<file path="config.mk">
export PLATFORM = sky130hd
export DESIGN_NAME = a2bc_ctrl
export DESIGN_NICKNAME = d
export VERILOG_FILES = /design/src/hdl/a2bc_pkg.sv /design/src/hdl/a2bc_ctrl.sv
export SDC_FILE = /design/constraint.sdc
export NUM_CORES = 1
export LEC_CHECK = 0
export ABC_CLOCK_PERIOD_IN_PS = 1900
export BUFFER_PORTS_ARGS = -buffer_cell sky130_fd_sc_hd__buf_4
export CORE_ASPECT_RATIO = 0.6
export CORE_MARGIN = 5
export CORE_UTILIZATION = 36
export DETAILED_ROUTE_END_ITERATION = 8
export GPL_ROUTABILITY_DRIVEN = 0
export PLACE_DENSITY = 0.65
export SYNTH_ARGS = -nofsm -noshare
export SYNTH_HDL_FRONTEND = slang
export SYNTH_SLANG_ARGS = --single-unit
</file>
<file path="constraint.sdc">
create_clock -name clk -period 1.9 [get_ports clk]
set_input_delay 0.095 -clock clk [delete_from_list [all_inputs] [get_ports clk]]
set_output_delay 0.095 -clock clk [all_outputs]
set_load 0.005 [all_outputs]
</file>
<file path="src/hdl/a2bc_pkg.sv">
`default_nettype none
package a2bc_pkg;

	localparam int WORD_W = 64;
	localparam int WORDS = 128;
	localparam int ADDR_W = 7;

	localparam logic [5:0] PAIR_LAST = 6'd63;
	localparam logic [4:0] GATHER_END = 5'd16;
	localparam logic [4:0] SCATTER_LAST = 5'd15;
	localparam logic [3:0] PH_ROT = 4'd8;
	localparam logic [2:0] Q_DIAG = 3'd3;
	localparam logic [2:0] Q_LAST = 3'd7;
	localparam logic [3:0] PERM_LAST = 4'd15;

	// controller states
	typedef enum logic [3:0] {
		S_IDLE,
		S_WR_E,
		S_WR_O,
		S_GATHER,
		S_ROUND,
		S_DIAG,
		S_UNDIAG,
		S_SCATTER,
		S_OUT_E,
		S_OUT_O,
		S_OUT_L,
		S_OUT_V
	} state_t;

	// operations on the 4x4 working word array
	typedef enum logic [2:0] {
		V_HOLD,
		V_SHIFT,
		V_G,
		V_ROT,
		V_DIAG,
		V_UNDIAG
	} vop_t;

	typedef struct packed {
		logic              in_ready;
		logic              out_valid;
		logic              item_wr;
		logic              item_odd;
		logic              work_we_v;
		logic [ADDR_W-1:0] waddr;
		logic [ADDR_W-1:0] raddr;
		vop_t              vop;
		logic [2:0]        g_ph;
		logic              cap_even;
		logic              load_out;
		logic              out_last;
	} cmd_t;

	typedef struct packed {
		logic in_valid;
		logic out_ready;
	} stat_t;

	// word address of element i of permutation p (rows first, then column groups)
	function automatic logic [ADDR_W-1:0] perm_addr(input logic [3:0] p, input logic [3:0] i);
		logic [ADDR_W-1:0] a;
		if (!p[3]) begin
			a = {p[2:0], i};
		end else begin
			a = {i[3:1], p[2:0], i[0]};
		end
		return a;
	endfunction

endpackage
`default_nettype wire

</file>
<file path="src/hdl/a2bc_ctrl.sv">
`default_nettype none
module a2bc_ctrl (
	input  wire logic            clk,
	input  wire logic            arst_n,
	input  wire a2bc_pkg::stat_t stat,
	output a2bc_pkg::cmd_t       cmd
);

	a2bc_pkg::state_t state_q, state_d;
	logic [5:0] k_q;
	logic [4:0] cnt_q;
	logic [3:0] p_q;
	logic [2:0] q_q;
	logic [3:0] ph_q;
	logic [5:0] j_q;

	// state register
	always_ff @(posedge clk or negedge arst_n) begin
		if (!arst_n) begin
			state_q <= a2bc_pkg::S_IDLE;
		end else begin
			state_q <= state_d;
		end
	end

	// counters
	always_ff @(posedge clk or negedge arst_n) begin
		if (!arst_n) begin
			k_q   <= '0;
			cnt_q <= '0;
			p_q   <= '0;
			q_q   <= '0;
			ph_q  <= '0;
			j_q   <= '0;
		end else begin
			case (state_q)
				a2bc_pkg::S_WR_O: begin
					k_q   <= k_q + 6'd1;
					cnt_q <= '0;
					p_q   <= '0;
				end
				a2bc_pkg::S_GATHER: begin
					cnt_q <= cnt_q + 5'd1;
					q_q   <= '0;
					ph_q  <= '0;
				end
				a2bc_pkg::S_ROUND: begin
					if (ph_q == a2bc_pkg::PH_ROT) begin
						ph_q <= '0;
						if (q_q != a2bc_pkg::Q_LAST) begin
							q_q <= q_q + 3'd1;
						end
					end else begin
						ph_q <= ph_q + 4'd1;
					end
				end
				a2bc_pkg::S_UNDIAG: begin
					cnt_q <= '0;
				end
				a2bc_pkg::S_SCATTER: begin
					if (cnt_q == a2bc_pkg::SCATTER_LAST) begin
						cnt_q <= '0;
						p_q   <= p_q + 4'd1;
					end else begin
						cnt_q <= cnt_q + 5'd1;
					end
					j_q <= '0;
				end
				a2bc_pkg::S_OUT_V: begin
					if (stat.out_ready) begin
						j_q <= j_q + 6'd1;
					end
				end
				default: begin
				end
			endcase
		end
	end

	// next state
	always_comb begin
		state_d = state_q;
		case (state_q)
			a2bc_pkg::S_IDLE: begin
				if (stat.in_valid) begin
					state_d = a2bc_pkg::S_WR_E;
				end
			end
			a2bc_pkg::S_WR_E: begin
				state_d = a2bc_pkg::S_WR_O;
			end
			a2bc_pkg::S_WR_O: begin
				state_d = (k_q == a2bc_pkg::PAIR_LAST) ? a2bc_pkg::S_GATHER : a2bc_pkg::S_IDLE;
			end
			a2bc_pkg::S_GATHER: begin
				if (cnt_q == a2bc_pkg::GATHER_END) begin
					state_d = a2bc_pkg::S_ROUND;
				end
			end
			a2bc_pkg::S_ROUND: begin
				if (ph_q == a2bc_pkg::PH_ROT) begin
					if (q_q == a2bc_pkg::Q_DIAG) begin
						state_d = a2bc_pkg::S_DIAG;
					end else if (q_q == a2bc_pkg::Q_LAST) begin
						state_d = a2bc_pkg::S_UNDIAG;
					end
				end
			end
			a2bc_pkg::S_DIAG: begin
				state_d = a2bc_pkg::S_ROUND;
			end
			a2bc_pkg::S_UNDIAG: begin
				state_d = a2bc_pkg::S_SCATTER;
			end
			a2bc_pkg::S_SCATTER: begin
				if (cnt_q == a2bc_pkg::SCATTER_LAST) begin
					state_d = (p_q == a2bc_pkg::PERM_LAST) ? a2bc_pkg::S_OUT_E
						: a2bc_pkg::S_GATHER;
				end
			end
			a2bc_pkg::S_OUT_E: begin
				state_d = a2bc_pkg::S_OUT_O;
			end
			a2bc_pkg::S_OUT_O: begin
				state_d = a2bc_pkg::S_OUT_L;
			end
			a2bc_pkg::S_OUT_L: begin
				state_d = a2bc_pkg::S_OUT_V;
			end
			a2bc_pkg::S_OUT_V: begin
				if (stat.out_ready) begin
					state_d = (j_q == a2bc_pkg::PAIR_LAST) ? a2bc_pkg::S_IDLE
						: a2bc_pkg::S_OUT_E;
				end
			end
			default: begin
				state_d = a2bc_pkg::S_IDLE;
			end
		endcase
	end

	// datapath commands
	always_comb begin
		cmd = '0;
		cmd.vop = a2bc_pkg::V_HOLD;
		case (state_q)
			a2bc_pkg::S_IDLE: begin
				cmd.in_ready = 1'b1;
			end
			a2bc_pkg::S_WR_E: begin
				cmd.item_wr = 1'b1;
				cmd.waddr   = {k_q, 1'b0};
			end
			a2bc_pkg::S_WR_O: begin
				cmd.item_wr  = 1'b1;
				cmd.item_odd = 1'b1;
				cmd.waddr    = {k_q, 1'b1};
			end
			a2bc_pkg::S_GATHER: begin
				cmd.raddr = a2bc_pkg::perm_addr(p_q, cnt_q[3:0]);
				cmd.vop   = (cnt_q != '0) ? a2bc_pkg::V_SHIFT : a2bc_pkg::V_HOLD;
			end
			a2bc_pkg::S_ROUND: begin
				cmd.vop  = (ph_q == a2bc_pkg::PH_ROT) ? a2bc_pkg::V_ROT : a2bc_pkg::V_G;
				cmd.g_ph = ph_q[2:0];
			end
			a2bc_pkg::S_DIAG: begin
				cmd.vop = a2bc_pkg::V_DIAG;
			end
			a2bc_pkg::S_UNDIAG: begin
				cmd.vop = a2bc_pkg::V_UNDIAG;
			end
			a2bc_pkg::S_SCATTER: begin
				cmd.work_we_v = 1'b1;
				cmd.waddr     = a2bc_pkg::perm_addr(p_q, cnt_q[3:0]);
				cmd.vop       = a2bc_pkg::V_SHIFT;
			end
			a2bc_pkg::S_OUT_E: begin
				cmd.raddr = {j_q, 1'b0};
			end
			a2bc_pkg::S_OUT_O: begin
				cmd.raddr    = {j_q, 1'b1};
				cmd.cap_even = 1'b1;
			end
			a2bc_pkg::S_OUT_L: begin
				cmd.load_out = 1'b1;
				cmd.out_last = (j_q == a2bc_pkg::PAIR_LAST);
			end
			a2bc_pkg::S_OUT_V: begin
				cmd.out_valid = 1'b1;
			end
			default: begin
			end
		endcase
	end

`ifndef NO_ASSERTIONS
	a_ready_not_valid: assert property (@(posedge clk) disable iff (!arst_n)
		!(cmd.in_ready && cmd.out_valid)) else $error("input and output both open");
	a_phase_range: assert property (@(posedge clk) disable iff (!arst_n)
		ph_q <= a2bc_pkg::PH_ROT) else $error("round phase out of range");
	a_block_done: assert property (@(posedge clk) disable iff (!arst_n)
		(state_q == a2bc_pkg::S_OUT_V && stat.out_ready && j_q == a2bc_pkg::PAIR_LAST)
		|=> state_q == a2bc_pkg::S_IDLE) else $error("no return to idle after last pair");
	a_work_write: assert property (@(posedge clk) disable iff (!arst_n)
		(cmd.item_wr || cmd.work_we_v) |-> (state_q == a2bc_pkg::S_WR_E
		|| state_q == a2bc_pkg::S_WR_O || state_q == a2bc_pkg::S_SCATTER))
		else $error("work store written in wrong state");
`endif

endmodule
`default_nettype wire

</file>
[After elaboration in Yosys (flattened, before gate mapping)]
Cells that the tools add are included.
Word-level totals
  word-level logic and storage cells: 88
  input bits: 4
  output and inout port bits: 28
  register bits after elaboration: 32
Operators by class
  equality and inequality tests: 27
  reductions and logical operators: 12
  mux-type cells: 36
  add/subtract/negate cells: 6
Operator list (number)
  one-hot mux 4 bit (12 select lines): 1
  2-to-1 mux 4 bit: 11
  one-hot mux 7 bit (3 select lines): 2
  equality test 4 bit (second input constant): 6
  equality test 4 x 3 -> 1 bit (second input constant): 4
  one-hot mux 4 bit (2 select lines): 2
  one-hot mux 3 bit (5 select lines): 1
  one-hot mux 5 bit (3 select lines): 1
  adder 6 x 1 -> 6 bit (second input constant): 2
  equality test 6 bit (second input constant): 2
  != test 2 bit (second input constant): 6
  one-hot mux 6 bit (2 select lines): 1
  2-to-1 mux 3 bit: 3
  adder 4 x 1 -> 4 bit (second input constant): 2
  equality test 4 x 2 -> 1 bit (second input constant): 2
  2-to-1 mux 1 bit: 8
  2-to-1 mux 7 bit: 1
  2-to-1 mux 6 bit: 1
  != test 3 bit (second input constant): 2
  one-hot mux 3 bit (2 select lines): 1
  AND reduction 6 bit: 1
  nonzero test 2 bit: 3
  adder 5 x 1 -> 5 bit (second input constant): 1
  equality test 5 x 4 -> 1 bit (second input constant): 1
  other kinds (13): 16

[Longest topological paths before layout]
Gate-level depths: netlist of the first run.
  word-level depth: 5
  mapped depth: 7
  depth with buffers taken out: 7

[Least setup slack after synthesis of the first run]
Ideal clock, no wire load.
  path type: register -> register
  from: register q_q[0]
  to: register state_q[1]
  setup time: 0.095 ns
  path buffers: 0
  clock period less this slack: 1.909 ns
  required time: 1.805 ns
  setup slack: -0.009 ns
  data arrival time: 1.814 ns
  cell stages (with the launch flop): 7
  cell sequence: dfrtp_1 ha_1 ha_1 or4b_2 a21oi_1 nor3_1 o32ai_2
On the way
  word-level cells in the longest chain between the ends: 4
  elaborated cells on any way between the ends: 7
  classes of those cells: eq/ne (3); mux (3); reduce/logical (1)
Ends and longest elaborated chain
  start, declared: RTL line a2bc_ctrl.sv:13  | logic [2:0] q_q;
  start signal, assigned: RTL line a2bc_ctrl.sv:51  | q_q <= q_q + 3'd1;
  equality test 3 x 2 -> 1 bit: RTL line a2bc_ctrl.sv:102  | if (q_q == a2bc_pkg::Q_DIAG) begin
  2-to-1 mux 4 bit: RTL line a2bc_ctrl.sv:102
  2-to-1 mux 4 bit: RTL line a2bc_ctrl.sv:101  | if (ph_q == a2bc_pkg::PH_ROT) begin
  one-hot mux 4 bit (12 select lines): RTL line a2bc_ctrl.sv:83  | case (state_q)
  end signal, assigned: RTL line a2bc_ctrl.sv:20  | state_q <= a2bc_pkg::S_IDLE;
  end signal, assigned: RTL line a2bc_ctrl.sv:22  | state_q <= state_d;
  end, declared: RTL line a2bc_ctrl.sv:9  | a2bc_pkg::state_t state_q, state_d;
Parallel ways exist; a longest one is shown, timed or not. The select of a mux whose other input is x is not followed.
A chain may end at the register's enable or synchronous reset.

==> results of run 1 <==
-- worst max-delay path: stages, from the launching register on --
cell     delay [ns]
dfrtp_2        0.46
or4b_4         0.58
buf_6          0.17
inv_4          0.05
buf_6          0.11
buf_4          0.10
-- cell type report --
| cell class | count | share of cell area |
|---|---|---|
| Clock buffer | 6 | 0.0282 |
| Clock inverter | 2 | 0.00341 |
| Inverter | 16 | 0.0222 |
| Multi-Input combinational cell | 185 | 0.447 |
| Sequential cell | 32 | 0.275 |
| Tap cell | 80 | 0.0341 |
| Timing Repair Buffer | 72 | 0.190 |
-- kinds of logic (layout without fill, tap and decap cells) --
| kind of cell | count (synthesis) | count (layout) | share of synthesized area |
|---|---|---|---|
| adders and majority gates | 13 | 13 | 0.0751 |
| buffers and inverters | 29 | 96 | 0.0607 |
| DFF | 32 | 32 | 0.370 |
| AOI/OAI and AO/OA | 48 | 48 | 0.152 |
| and+or+nand+nor | 101 | 101 | 0.244 |
| xor gates and xnor gates | 14 | 14 | 0.0566 |
| muxes | 9 | 9 | 0.0416 |
-- state kept, by name, indices dropped and copies added (netlist names) --
signal	flops
ph_q	4
j_q	6
cnt_q	5
state_q	4
p_q	4
k_q	6
q_q	3
-- metrics by stage --
| step | hold WS (ns) | TNS (ns) | std cells | total power, mW |
|---|---|---|---|---|
| CTS | 0.0493 | -0.00121 | 386 | 3.34 |
| global route | 0.0549 | -0.102 | 393 | 3.80 |
| detailed placement | 0.0712 | -0.192 | 374 | 2.70 |
| global placement | 0.0742 | -0.0501 | 374 | 2.66 |
| floorplan | -0.201 | 0 | 246 | 2.01 |
| finish | 0.0599 | 0 | 393 | 3.54 |
-- worst max-delay path by stage --
stage | from | endpoint | cells past startpoint
global route | state_q[3]$_DFFE_PN0P_ | cmd[9] | 5
CTS | state_q[0]$_DFFE_PN0P_ | cmd[24] | 5
floorplan | q_q[0]$_DFFE_PN0P_ | state_q[1]$_DFFE_PN0P_ | 6
global placement | cnt_q[0]$_DFFE_PN0P_ | state_q[0]$_DFFE_PN0P_ | 7
detailed placement | cnt_q[0]$_DFFE_PN0P_ | state_q[0]$_DFFE_PN0P_ | 7
finish | state_q[0]$_DFFE_PN0P_ | cmd[24] | 5
-- cells in the final DEF, fill, tap and decap left out, types with 2 or more instances in the layout --
cell type	netlist	layout
buf_6	2	4
a21o_1	2	2
a21oi_1	5	4
or4b_4	1	3
nand3b_1	2	2
nand4b_1	2	2
inv_1	13	13
xor2_1	10	10
xnor2_1	4	4
nor3_2	0	2
nand4_1	5	5
nand2_1	30	30
buf_4	1	67
o21ai_1	0	3
clkinv_2	0	2
nor2_1	20	18
o21ai_0	23	19
mux2i_1	9	9
and2_1	4	4
a31o_2	2	2
a22o_1	2	2
a22oi_1	2	2
and4_1	2	2
a31oi_1	2	2
dfrtp_2	0	4
o32ai_2	1	2
and3_1	5	5
inv_4	0	2
nand3_1	11	11
nor3_1	6	4
ha_1	13	12
dfrtp_1	32	28
clkbuf_8	0	6
-- repair_timing --
item / CTS / global route
hold buffers: 1 / 0
resized for setup: 9 / 21
endpoints found under the hold margin: 32 / 0
gates cloned: 0 / 0
setup endpoints to repair: 11 / 24
setup buffers: 3 / 7
pin swaps: 2 / 6
-- power breakdown --
group          total (mW)  internal [mW]  switching, mW
registers            1.02          0.839          0.177
logic                1.97          0.979          0.987
clock network       0.562          0.289          0.273
total                3.54           2.11           1.44
-- routing by layer --
layer  up-vias  track usage
li1        996            -
met1       974        0.246
met2        55        0.224
met3         4       0.0516
met4         0       0.0478
met5         -            0
==> flow_summary_export.csv, run 1 <==
group,metric,value,unit
die,core,5700,sq um
finish,fin_area,2930,sq um
route,first_pass_iters,4,
power,peakVddDrop,0.611,mV
cts,clock-sinks,32,
cts,h-tree-depth,2,
yosys,synth.most_common_cell,"dfrtp_1",
yosys,syn_nets,263,
grt,grt_pass1_wl,9980,um
yosys,ys_async_sr_fraction,1.00,
yosys,synth-main-ff-cell,"dfrtp_1",
yosys,yosysSeqAreaShare,0.370,
yosys,synth_edf_count,0,
yosys,synth_area,2170,sq um
finish,final_net_count,329,
yosys,synth_top_area_cell,"dfrtp_1",
route,vias_per_cell,5.16,
worst_setup_path,crit_type,"reg2out",
die,die_y,70.1,um
worst_setup_path,r2r-end,"state_q[1]$_DFFE_PN0P_",
grt,grt_use_total,0.165,
worst_setup_path,path_max_fanout,8,
route,num_vias,2029,
hold_path,hold_depth,2,
grt,antenna_found_initial,0,
sta,fmax,0.540,GHz
placement,hpwl,4450,um
flow_run,drv_cap,0,
route,wire_per_inst,15.4,um
worst_setup_path,crit_path_end_kind,"primary output",
sta,max_slew.worst_pin.slew,0.440,ns
sta,fin_ws,0.0484,ns
grt,grt-ovfl-total,0,
cts,cts.path.max_buffers,2,
yosys,syn_area_per_cell,8.80,sq um
sta,fin_crit,1.85,ns
route,ant_nets,0,
finish,fin_util,0.514,
route,wl_met3,335,um
route,dr.max_layer_used,"met4",
route,met2_length,2630,um
yosys,synthCells,246,
finish,area.growth.synth_to_final,35.4,%
hold_path,hp-start,"stat[0]",
worst_setup_path,r2r_start,"q_q[0]$_DFFE_PN0P_",
yosys,synth.distinct_cells,51,
yosys,yosys-top-cells-area,"dfrtp_1 37%, ha_1 7.5%, o21ai_0 5.3%, nand2_1 5.2%, mux2i_1 4.2%",
worst_setup_path,crit_required,1.80,ns
route,drtIter0Drc,109,
die,rows,21,
worst_setup_path,critPathLaunchType,"register",
route,wl,6050,um
power,power.density,1210,nW/um^2
die,initial_core_util,0.380,
yosys,ys_seq_elements,32,
sta,finalHoldViolCount,0,
sta,slew_violations,0,
cts,cts_tree,"yes",
route,met1_length,3050,um
worst_setup_path,reg2reg_setup_slack,0.07,ns
die,die_area,7720,sq um
finish,seq_area,806,sq um
hold_path,holdCritPathClass,"in2reg",
finish,drive_above_1_share,0.335,
finish,multiInputGateArea,1310,sq um
worst_setup_path,rr_worst_depth,6,
finish,diodes,0,
grt,grt_max_degree,33,
cts,root_buffer,"clkbuf_8",
grt,grt_pass1_vias,2052,
placement,portBuffers,31,
sta,relSlewSlack,0.703,
hold_path,min_delay_worst_endpoint,"state_q[3]$_DFFE_PN0P_",
sta,fin_skew,0.0116,ns
die,io_pins,32,
power,leakage,1.41,nW
cts,numCtsBuffers,5,
sta,fin_crit_sh,0.975,
die,dieWidth,110,um
cts,clkTransAtPathRegs,0.07,ns
worst_setup_path,cp.arrival,1.76,ns
sta,rsz0062_at_grt,"yes",
yosys,synth_top_area_share,0.370,
finish,fillCellCount,540,
sta,setup_viol,0,
placement,place_area,2660,sq um
placement,post-place-ws,-0.109,ns
route,drc,0,
cts,clock_latency,0.29,ns
yosys,ys_top_cells_by_count,"32 x dfrtp_1, 30 x nand2_1, 23 x o21ai_0, 20 x nor2_1",
status,status,"finished clean",
yosys,yosys_warnings,0,
No activity file was read; power rests on OpenSTA's default activity.
==> run 2, diff against run 1 <==
Settings changed: BUFFER_PORTS_ARGS -buffer_cell sky130_fd_sc_hd__buf_4 to -buffer_cell sky130_fd_sc_hd__clkbuf_2.
==> flow_summary_export.csv, run 2 (synthesized netlist as in run 1, its figures left out) <==
group,metric,value,unit
power,leakage,1.39,nW
placement,hpwl,4360,um
power,intPower,2.13,mW
placement,place_area,2580,sq um
grt,grt_pass1_wl,9940,um
worst_setup_path,max_stage_delay,0.59,ns
die,dieWidth,110,um
power,power_frac_clock,0.186,
sta,setup_viol,0,
cts,cts.path.max_buffers,2,
power,peakVddDrop,0.532,mV
cts,cts_tree,"yes",
sta,relSlewSlack,0.442,
flow_run,drv_cap,0,
sta,fmax,0.544,GHz
hold_path,hold_depth,2,
power,combPwrFrac,0.532,
grt,grt_use_total,0.165,
finish,area.growth.synth_to_final,32.6,%
worst_setup_path,cp.arrival,1.74,ns
worst_setup_path,crit_path_end_kind,"primary output",
cts,clkTransAtPathRegs,0.07,ns
power,power.switching,1.41,mW
finish,top_regs,"j_q x6, k_q x6, cnt_q x5",
die,initial_core_util,0.380,
finish,fin_util,0.504,
grt,grt_pass1_vias,1970,
worst_setup_path,crit_type,"reg2out",
finish,fin_area,2870,sq um
sta,fin_crit,1.84,ns
die,rows,21,
grt,antenna_found_initial,0,
power,swShare,0.398,
worst_setup_path,rr_worst_depth,7,
cts,numCtsBuffers,5,
route,ant_nets,0,
die,die_area,7720,sq um
route,first_pass_iters,5,
power,seqPwrFrac,0.282,
worst_setup_path,path_max_fanout,8,
cts,h-tree-depth,2,
status,status,"finished clean",
die,core,5700,sq um
route,drtIter0Drc,92,
grt,grt_max_degree,33,
sta,finalHoldViolCount,0,
cts,clock_latency,0.29,ns
worst_setup_path,path_cells,"or4b_4 -> buf_8 -> inv_4 -> buf_6 -> clkbuf_2",
worst_setup_path,crit_slowest_cell,"or4b_4",
finish,mostFrequentLayoutCells,"35 x buf_4, 30 x nand2_1, 30 x clkbuf_2, 29 x dfrtp_1, 19 x nor2_1",
placement,portBuffers,31,
die,io_pins,32,
grt,grt-ovfl-total,0,
cts,clock-sinks,32,
cts,root_buffer,"clkbuf_8",
route,num_vias,2082,
finish,fillCellCount,565,
finish,final_common_cell,"buf_4",
worst_setup_path,critPathLaunchType,"register",
finish,drive_above_1_share,0.328,
sta,slew_violations,0,
finish,final_net_count,330,
sta,fin_skew,0.00770,ns
worst_setup_path,crit_required,1.80,ns
sta,max_slew.worst_pin.slew,0.837,ns
sta,fin_crit_sh,0.968,
route,vias_per_cell,5.28,
route,wire_per_inst,15.4,um
finish,diodes,0,
route,wl,6060,um
power,power.density,1230,nW/um^2
route,drc,0,
hold_path,holdCritPathClass,"in2reg",
die,die_y,70.1,um
-- run 2: changes by cell type in the layout (fill, tap and decap cells not counted), moves of 3 or more --
cell      change
buf_4        -32
o21ai_0       -3
clkbuf_2     +30
o21ai_1       +3
-- run 2: per-layer routing --
layer,GRT usage,vias to the layer above,share of wire,routed length (um)
met1,0.246,1012,0.52,3120
li1,-,1008,-,-
met3,0.0562,8,0.054,326
met4,0.0410,0,0.0099,60
met2,0.224,54,0.42,2550
met5,0,-,0,0
-- run 2: through the flow --
step	setup TNS (ns)	hold WS, ns	total power [mW]	worst slack (ns)	cells
2_1_floorplan	0	-0.201	2.01	0.0180	246
3_3_place_gp	0	0.249	2.58	0.0144	375
3_5_place_dp	-0.0196	0.244	2.60	-0.0196	375
4_1_cts	0	0.119	3.35	0.0146	386
5_1_grt	-0.0440	0.154	3.79	-0.0181	394
6_report	0	0.139	3.54	0.0610	394
-- run 2: final timing paths --
kind / from / end / slack, ns
max: state_q[2]$_DFFE_PN0P_ / cmd[24] / 0.06
min: stat[0] / state_q[3]$_DFFE_PN0P_ / 0.14
max reg2reg: cnt_q[0]$_DFFE_PN0P_ / state_q[3]$_DFFE_PN0P_ / 0.09
min reg2reg: k_q[5]$_DFFE_PN0P_ / k_q[5]$_DFFE_PN0P_ / 0.52
max in group asynchronous: arst_n / state_q[3]$_DFFE_PN0P_ / 0.87
min in group asynchronous: arst_n / cnt_q[0]$_DFFE_PN0P_ / 0.44
-- run 2: power groups by stage --
stage                     clock (mW)  sequential, mW  combinational, mW
after floorplan                    0           0.972               1.03
after global placement             0            1.01               1.58
after detailed placement           0            1.01               1.60
after CTS                      0.670            1.00               1.67
after global routing           0.707            1.02               2.06
final                          0.657            1.00               1.88
-- run 2: final cells by class --
| class | instances | area (sq um) | share of cell area |
|---|---|---|---|
| clock buffer | 6 | 72.6 | 0.0253 |
| clock inverter | 2 | 35.0 | 0.0122 |
| inverter | 16 | 66.3 | 0.0231 |
| multi-input combinational | 185 | 1290 | 0.451 |
| sequential | 32 | 805 | 0.280 |
| tap | 80 | 100 | 0.0348 |
| timing repair buffer | 73 | 499 | 0.174 |
-- run 2: timing repair --
item	4_1_cts	5_1_grt
hold buffers	1	0
resized for setup	7	25
endpoints found under the hold margin	32	0
pin swaps	2	1
setup buffers	2	8
endpoints found under the setup margin	8	24
-- run 2: critical path, delay by kind of cell (launching register included) --
kind / cells / cell delay, ns
buffers and inverters: 4 / 0.41
and+or+nand+nor: 1 / 0.59
DFF: 1 / 0.45
==> run 3, diff against run 2 <==
Settings changed: RECOVER_POWER set to 100.
==> flow_summary_export.csv, run 3 (synthesized netlist as in run 1, its figures left out) <==
group,metric,value,unit
status,status,"finished clean",
die,io_pins,32,
worst_setup_path,r2r_start,"cnt_q[0]$_DFFE_PN0P_",
die,die_y,70.1,um
grt,antenna_found_initial,0,
cts,clock_latency,0.29,ns
power,power.density,1240,nW/um^2
sta,max_slew.worst_pin.slew,0.836,ns
hold_path,min_delay_worst_endpoint,"state_q[3]$_DFFE_PN0P_",
finish,drive_above_1_share,0.315,
finish,fin_area,2870,sq um
cts,cts.path.max_buffers,2,
cts,numCtsBuffers,5,
worst_setup_path,path_depth,5,
worst_setup_path,crit_buf_inv,4,
cts,clkTransAtPathRegs,0.07,ns
cts,h-tree-depth,2,
die,initial_core_util,0.380,
sta,fin_skew,0.00815,ns
finish,top_regs,"j_q x6, k_q x6, cnt_q x5",
worst_setup_path,path_cells,"or4b_4 -> buf_8 -> inv_4 -> buf_6 -> clkbuf_2",
finish,fin_cells,394,
flow_run,drv_cap,0,
sta,slew_violations,0,
grt,grt_use_total,0.165,
power,peakVddDrop,0.531,mV
worst_setup_path,path_max_fanout,8,
worst_setup_path,cp_top_family,"simple AND/OR/NAND/NOR gates",
route,wire_per_inst,15.4,um
worst_setup_path,crit_required,1.80,ns
route,ant_nets,0,
finish,area.growth.synth_to_final,32.3,%
route,drc,0,
worst_setup_path,cp.arrival,1.75,ns
die,dieWidth,110,um
finish,fillCellCount,566,
power,leakage,1.37,nW
route,drtIter0Drc,104,
hold_path,hp-start,"stat[0]",
route,num_vias,2073,
placement,place_area,2580,sq um
worst_setup_path,crit_path_end_kind,"primary output",
placement,portBuffers,31,
finish,final_net_count,330,
grt,grt_pass1_wl,9940,um
grt,grt_max_degree,33,
worst_setup_path,critPathLaunchType,"register",
worst_setup_path,reg2reg_setup_slack,0.09,ns
worst_setup_path,crit_type,"reg2out",
power,power.total,3.54,mW
sta,fin_crit,1.84,ns
sta,fmax,0.543,GHz
route,wl,6070,um
sta,fin_crit_sh,0.970,
sta,setup_viol,0,
grt,grt-ovfl-total,0,
placement,dp.cells,375,
finish,mostFrequentLayoutCells,"34 x buf_4, 30 x nand2_1, 29 x dfrtp_1, 27 x clkbuf_2, 19 x nor2_1",
route,first_pass_iters,4,
cts,root_buffer,"clkbuf_8",
route,vias_per_cell,5.26,
die,core,5700,sq um
finish,diodes,0,
cts,cts_tree,"yes",
hold_path,hold_depth,2,
hold_path,holdCritPathClass,"in2reg",
sta,relSlewSlack,0.443,
worst_setup_path,max_stage_delay,0.59,ns
worst_setup_path,rr_worst_depth,7,
placement,hpwl,4360,um
worst_setup_path,r2r-end,"state_q[3]$_DFFE_PN0P_",
sta,finalHoldViolCount,0,
die,die_area,7720,sq um
finish,final_common_cell,"buf_4",
worst_setup_path,crit_slowest_cell,"or4b_4",
die,rows,21,
cts,clock-sinks,32,
grt,grt_pass1_vias,1970,
[run 3: cell count changes in the layout (fill, tap and decap cells not counted)]
cell      before  now
and2_0         0    1
and2_1         4    3
clkbuf_1       1    5
clkbuf_2      30   27
buf_4         35   34
[run 3: stage by stage]
stage / worst slack (ns) / util / setup TNS [ns] / hold slack (ns)
after floorplan: 0.0180 / - / 0 / -0.201
after global placement: 0.0144 / 0.453 / 0 / 0.249
after detailed placement: -0.0196 / 0.453 / -0.0196 / 0.244
after CTS: 0.0146 / 0.481 / 0 / 0.119
after global routing: -0.0181 / 0.503 / -0.0440 / 0.154
final: 0.0578 / 0.503 / 0 / 0.137
[run 3: layer usage]
layer,GRT usage,part of all wire
met1,0.246,0.51
met2,0.224,0.42
met3,0.0562,0.059
met4,0.0410,0.010
met5,0,0
[run 3: worst max path at each step]
stage / start / end / slack, ns
final: state_q[2]$_DFFE_PN0P_ / cmd[24] / 0.06
after global routing: cnt_q[0]$_DFFE_PN0P_ / state_q[3]$_DFFE_PN0P_ / -0.02
after CTS: state_q[3]$_DFFE_PN0P_ / cmd[17] / 0.01
after detailed placement: q_q[0]$_DFFE_PN0P_ / state_q[1]$_DFFE_PN0P_ / -0.02
after global placement: q_q[0]$_DFFE_PN0P_ / state_q[1]$_DFFE_PN0P_ / 0.01
after floorplan: q_q[0]$_DFFE_PN0P_ / state_q[1]$_DFFE_PN0P_ / 0.02
[run 3: worst reg2reg max path, stage by stage, from the launching register on]
cell	delay, ns
dfrtp_1	0.38
inv_1	0.08
ha_1	0.19
nor4bb_4	0.22
buf_4	0.16
o22ai_1	0.09
or2_4	0.29
o32ai_1	0.28
[run 3: where the power goes]
part / total, mW / switching (mW) / internal, mW
combinational: 1.88 / 0.979 / 0.904
clock: 0.659 / 0.270 / 0.389
sequential: 1.00 / 0.162 / 0.837
[run 3: what timing repair did]
item                       in CTS  in global routing
resized for setup               7                 25
setup endpoints to repair       8                 24
pin swaps                       2                  1
hold buffers                    1                  0
hold endpoints to repair       32                  0
setup buffers                   2                  8
[run 3: layout make-up]
class	instances	area [sq um]	share of cell area
sequential	32	805	0.281
timing repair buffer	73	492	0.172
tap	80	100	0.0349
multi-input combinational	185	1290	0.452
inverter	16	66.3	0.0231
clock buffer	6	72.6	0.0253
clock inverter	2	35.0	0.0122
